$ cat src/hw/rtl/three_thruster_mixer_with_spin_limit_macros.svh
// Assertion macros shared by the mixer RTL
`ifndef THREE_THRUSTER_MIXER_WITH_SPIN_LIMIT_MACROS_SVH
`define THREE_THRUSTER_MIXER_WITH_SPIN_LIMIT_MACROS_SVH
`ifndef ASSERT_OFF
`define TTM_ASSERT(lbl, clk, rst, prop, msg) \
  lbl: assert property (@(posedge clk) disable iff (rst) prop) else $error(msg);
`define TTM_ASSERT_NEXT(lbl, clk, rst, ante, cons, msg) \
  lbl: assert property (@(posedge clk) disable iff (rst) (ante) |=> (cons)) else $error(msg);
`else
`define TTM_ASSERT(lbl, clk, rst, prop, msg)
`define TTM_ASSERT_NEXT(lbl, clk, rst, ante, cons, msg)
`endif
`endif

$ cat src/hw/rtl/ttm_pkg.sv
// Shared constants and types for the three-thruster mixer
package ttm_pkg;

  localparam int FRAC_BITS = 15;
  localparam logic [15:0] THRUST_ONE = 16'(1 << FRAC_BITS);

  // 1/sqrt3 in Q0.16
  localparam logic [15:0] K_INV_SQRT3 = 16'd37837;

  localparam logic [1:0] CMD_STICK = 2'd0;
  localparam logic [1:0] CMD_GYRO  = 2'd1;
  localparam logic [1:0] CMD_TICK  = 2'd2;

  localparam int CFG_IDX_W = 3;
  localparam int CFG_DATA_W = 16;
  localparam logic [CFG_IDX_W-1:0] REG_DEAD_ZONE   = 3'd0;
  localparam logic [CFG_IDX_W-1:0] REG_LEFT_LIMIT  = 3'd1;
  localparam logic [CFG_IDX_W-1:0] REG_RIGHT_LIMIT = 3'd2;
  localparam logic [CFG_IDX_W-1:0] REG_LEFT_BRAKE  = 3'd3;
  localparam logic [CFG_IDX_W-1:0] REG_RIGHT_BRAKE = 3'd4;

  typedef struct packed {
    logic [14:0]        dead_zone;
    logic signed [15:0] left_rate_limit;
    logic signed [15:0] right_rate_limit;
    logic [15:0]        left_brake_thrust;
    logic [15:0]        right_brake_thrust;
  } cfg_t;

  typedef struct packed {
    logic [1:0]         command;
    logic               power_on;
    logic signed [15:0] x_axis;
    logic signed [15:0] y_axis;
    logic signed [15:0] spin_axis;
    logic signed [15:0] lift_level;
    logic               red_request;
    logic               green_request;
    logic signed [15:0] gyro_sample;
  } item_t;

  typedef struct packed {
    logic [15:0] back;
    logic [15:0] right;
    logic [15:0] left;
    logic [15:0] spin_right;
    logic [15:0] spin_left;
    logic        rot_pos;
    logic        rot_neg;
  } mix_t;

  typedef struct packed {
    logic signed [15:0] lift;
    logic [15:0]        back;
    logic [15:0]        right;
    logic [15:0]        left;
    logic [15:0]        spin_right;
    logic [15:0]        spin_left;
  } held_t;

endpackage

$ cat src/hw/rtl/ttm_cfg.sv
// Configuration register file with a plain write port
module ttm_cfg (
  input  logic                           clk,
  input  logic                           rst,
  input  logic                           cfg_we,
  input  logic [ttm_pkg::CFG_IDX_W-1:0]  cfg_index,
  input  logic [ttm_pkg::CFG_DATA_W-1:0] cfg_data,
  output ttm_pkg::cfg_t                  cfg
);

  always_ff @(posedge clk) begin
    if (rst) begin
      cfg.dead_zone          <= 15'd4915;
      cfg.left_rate_limit    <= 16'sd569;
      cfg.right_rate_limit   <= -16'sd313;
      cfg.left_brake_thrust  <= 16'd3277;
      cfg.right_brake_thrust <= 16'd24576;
    end else if (cfg_we) begin
      unique case (cfg_index)
        ttm_pkg::REG_DEAD_ZONE:   cfg.dead_zone          <= cfg_data[14:0];
        ttm_pkg::REG_LEFT_LIMIT:  cfg.left_rate_limit    <= $signed(cfg_data);
        ttm_pkg::REG_RIGHT_LIMIT: cfg.right_rate_limit   <= $signed(cfg_data);
        ttm_pkg::REG_LEFT_BRAKE:  cfg.left_brake_thrust  <= cfg_data;
        ttm_pkg::REG_RIGHT_BRAKE: cfg.right_brake_thrust <= cfg_data;
        default: ;
      endcase
    end
  end

endmodule

$ cat config.mk
export PLATFORM = sky130hd
export DESIGN_NAME = ttm_cfg
export DESIGN_NICKNAME = d
export VERILOG_FILES = /design/src/hw/rtl/three_thruster_mixer_with_spin_limit_macros.svh /design/src/hw/rtl/ttm_pkg.sv /design/src/hw/rtl/ttm_cfg.sv
export SDC_FILE = /design/constraint.sdc
export NUM_CORES = 1
export LEC_CHECK = 0
export BUFFER_PORTS_ARGS = -buffer_cell sky130_fd_sc_hd__buf_2
export CORE_AREA = 3 3 88 90
export CTS_CLUSTER_DIAMETER = 120
export CTS_CLUSTER_SIZE = 10
export DETAILED_ROUTE_END_ITERATION = 12
export DIE_AREA = 0 0 91 93
export PLACE_DENSITY = 0.73
export SLEW_MARGIN = 0
export SYNTH_ARGS = -nofsm -noshare
export SYNTH_HDL_FRONTEND = slang
export SYNTH_SLANG_ARGS = --single-unit
$ cat constraint.sdc
create_clock -name clk -period 0.9 [get_ports clk]
set_input_delay 0 -clock clk [delete_from_list [all_inputs] [get_ports clk]]
set_output_delay 0 -clock clk [all_outputs]
set_load 0.005 [all_outputs]
* Yosys cells after proc, flatten, opt, wreduce, memory -nomap -nowiden
Cells that the tools add are included.
Widths: inputs -> output; s select.
** Cells by class
- Eq/ne operators :: 4
- Reductions and logical operators :: 6
** Operators with widths (count)
- $reduce_and 2->1 :: 5
- $eq 3x2->1 const B :: 2
- $eq 3x1->1 const B :: 1
- $eq 3x3->1 const B :: 1
- $logic_not 3->1 :: 1
** Storage, ports and cells
- Bits in registers :: 79
- Input port bits :: 22
- Output and inout bits :: 79
- Word-level logic and storage cells :: 15

* Longest topological paths before layout
- Word-level depth :: 2
- Depth in mapped cells :: 5

* Least setup slack after synthesis
No wires, ideal clock.
- Path kind :: input to register
- From :: in cfg_index[0] in the netlist's numbering
- To :: reg cfg[73] in the netlist's numbering
- Setup time :: 0.123 ns
- Arrival time :: 0.799 ns
- Setup slack :: -0.022 ns
- Stages on the path :: 3
- Buffers on the path :: 1
- Cell sequence :: or4b_1 -> buf_6 -> mux2i_1
** On the way
- Word-level cells in the longest chain between the ends :: 2
** Ends and longest elaborated chain
- start, declared :: line ttm_cfg.sv:6 : input logic [ttm_pkg::CFG_IDX_W-1:0] cfg_index,
- $logic_not 3->1 :: line ttm_cfg.sv:19 : unique case (cfg_index)
- $reduce_and 2->1 (no source line)
- end, declared :: line ttm_cfg.sv:8 : output ttm_pkg::cfg_t cfg
No other way between the ends.
A chain may end at the register's enable or synchronous reset.

* Worst setup path after layout
- From :: reg cfg[66] in the netlist's numbering
- To :: out cfg[66] in the netlist's numbering
No word-level cell between the ends.

==> reports/qor.txt <==
status -> complete, no violations
htree depth -> 3
Hold EP -> cfg[25]
initial core utilization -> 43.9%
# diodes -> 0
max FFs per register -> 79
post-DP HPWL -> 5710 µm
cell internal pwr -> 5.74 mW
Req. time, crit path -> 900 ps
Hold Path Class -> in -> reg
final hold viol count -> 0
reg2reg start -> cfg[74]
# fillers -> 647
fraction of layout cells with a size suffix above 1 -> 31.7%
PwrDens -> 1730 nW/µm²
most flop-heavy register -> cfg
Hold Startpoint -> cfg_data[9]
storage element area -> 1580 µm²
I/O Pins -> 101
initial antenna violation count -> 0
Mapped Cells -> 297
Final Wtd Congestion -> 0.806
Worst setup EP type -> output port
r2r endpoint -> cfg[74]
post-synthesis sequential area ratio -> 50.4%
vias in the first global route -> 2,481
Slowest Stage Delay on Critical Path -> 360 ps
crit share post-route -> 90.5%
Worst Tran Pin Value -> 255 ps
hold depth -> 3
post-DR wirelength/cell -> 14.8 µm
CP Data Arrival Time -> 810 ps
row count -> 31
Synth Cell Area -> 3140 µm²
first-pass GRT wire length -> 12,400 µm
Met1 Wirelength -> 3380 µm
final WL -> 7710 µm
Sw Ratio -> 21.3%
# setup viols final -> 0
Clk pin slew, worst setup/hold paths -> 80 ps
Setup CP Type -> reg -> out
Min Hold Slack -> 12.2 ps
Iter 0 DRT Violations -> 130
CTS Root Cell -> clkbuf_8
Core ar. -> 7140 µm²
RSZ-0062 raised after global routing -> no
Clock power frac -> 42.1%
Inserted Clock Buffers -> 9
drt pass-1 iters -> 4
combinational group share of total power -> 8.5%
Top Metal Used -> met4
switching power -> 1.56 mW
CP Buf/Inv Count -> 1
R2R Setup Slk -> 280 ps
Chip Width -> 91 µm
MaxCap Viol Count -> 0
Fmax achieved -> 1230 MHz
TritonCTS clock tree -> built
sequential power share -> 49.5%
DR DRC count -> 0
worst-path maximum fanout -> 2
Synth top area share -> 50.4%
R2R depth -> 2
Leak -> 2.02 nW
GRT Overall Usage -> 18.6%
area grow syn2layout -> 34.7%
biggest regs -> cfg (79)
pin count of the biggest net entering global routing -> 39
met3 routed WL -> 388 µm
height of the chip -> 93 µm
Syn. warnings -> 0
fin nets -> 440
die area -> 8460 µm²
CTS sink count -> 79
IO Port Bufs -> 100
Multi-input gate area -> 1450 µm²
synthesized net count -> 319
clk_lat worst skew -> 330 ps
CP Launch Type -> flip-flop
Detail Route Antenna Nets -> 0
synthesized area per cell -> 10.6 µm²
top cells by area, synth -> dfxtp_1, mux2i_1, nand2b_1
register bit total from synthesis -> 79
area leader, netlist -> dfxtp_1
minimum clock period -> 814 ps
total gr overflow -> 0
Largest delay share family, worst path -> flip-flops
VDD IR max -> 736 µV
post-CTS setup buffer count -> 0
WL met2 -> 3870 µm
CP Cell Sequence -> buf_2
Slew HR -> 82.9%
Sum Neg Setup Slack -> 0 ps
Max Slew Vio Count -> 0
Crit. path cell count -> 1
clk buf depth -> 2
slowest stage cell, crit path -> dfxtp_1
Vias -> 2,448
Worst Skew -> 0 ps
DR vias/cell -> 4.69
Yosys cell types -> 13
-- Yosys cell counts --
cell / n
nor2_1: 49
dfxtp_1: 79
mux2i_1: 79
buf_2: 7
nand4bb_1: 2
buf_6: 1
nor4b_2: 1
and4bb_2: 2
or4b_1: 1
clkbuf_1: 9
nand4b_1: 1
nand2b_1: 62
buf_4: 4
-- final cells by class --
cell class | count | area share [%]
sequential | 79 | 37.4
multi-input combinational | 197 | 34.3
timing repair buffer | 131 | 19.7
clock buffer | 11 | 3.11
tap | 99 | 2.93
clock inverter | 5 | 2.52
-- placed cells by master, fill, tap and decap left out --
master,instances
buf_2,100
bufinv_16,3
mux2i_1,79
dfxtp_1,79
or4b_4,1
nor2_1,49
clkinv_4,1
nand2b_1,62
clkbuf_1,2
nand4b_1,1
clkbuf_8,9
buf_12,5
buf_4,11
dlygate4sd3_1,15
nor4b_2,1
nand4bb_1,2
and4bb_2,2
clkinvlp_4,1
-- timing repair --
item,in CTS,in global routing
hold buffers,15,0
hold endpoints to repair,27,0
gates resized for setup,0,0
-- power groups by stage --
stage               clock [mW]  sequential, mW  combinational (mW)
global route              3.28            3.62               0.672
global placement             0            3.69               0.556
detailed placement           0            3.69               0.569
floorplan                    0            3.70               0.296
CTS                       3.14            3.61               0.622
finish                    3.07            3.61               0.618
-- layer usage --
metal	global-route usage (%)	vias to the layer above
met4	7.04	0
met5	0	-
met2	32.4	59
li1	-	1227
met1	22.4	1152
met3	4.10	10
-- cell families (layout without fill, tap and decap cells) --
| logic type | Yosys count | count (layout) | synth area share (%) |
|---|---|---|---|
| DFF | 79 | 79 | 50.4 |
| muxes | 79 | 79 | 25.2 |
| buffers and inverters | 21 | 147 | 3.51 |
| and+or+nand+nor | 118 | 118 | 20.8 |
-- per-stage QoR --
| step | instances | worst slack (ps) | area (µm²) | util [%] | total power, mW |
|---|---|---|---|---|---|
| after detailed placement | 491 | -171 | 3840 | 53.8 | 4.26 |
| after CTS | 522 | 68.3 | 4220 | 59.2 | 7.37 |
| final | 522 | 85.8 | 4220 | 59.2 | 7.30 |
| after floorplan | 297 | -6.26 | 3140 | - | 3.99 |
| after global placement | 491 | -145 | 3840 | 53.8 | 4.25 |
| after global routing | 522 | 20.3 | 4220 | 59.2 | 7.57 |
-- how the worst max path moves through the flow --
stage                  from       to
2_1_floorplan  cfg_index[0]  cfg[73]
3_3_place_gp   cfg_index[0]  cfg[73]
3_5_place_dp   cfg_index[0]  cfg[73]
4_1_cts             cfg[66]  cfg[66]
5_1_grt             cfg[66]  cfg[66]
6_report            cfg[66]  cfg[66]
No activity file was read; power rests on OpenSTA's default activity.
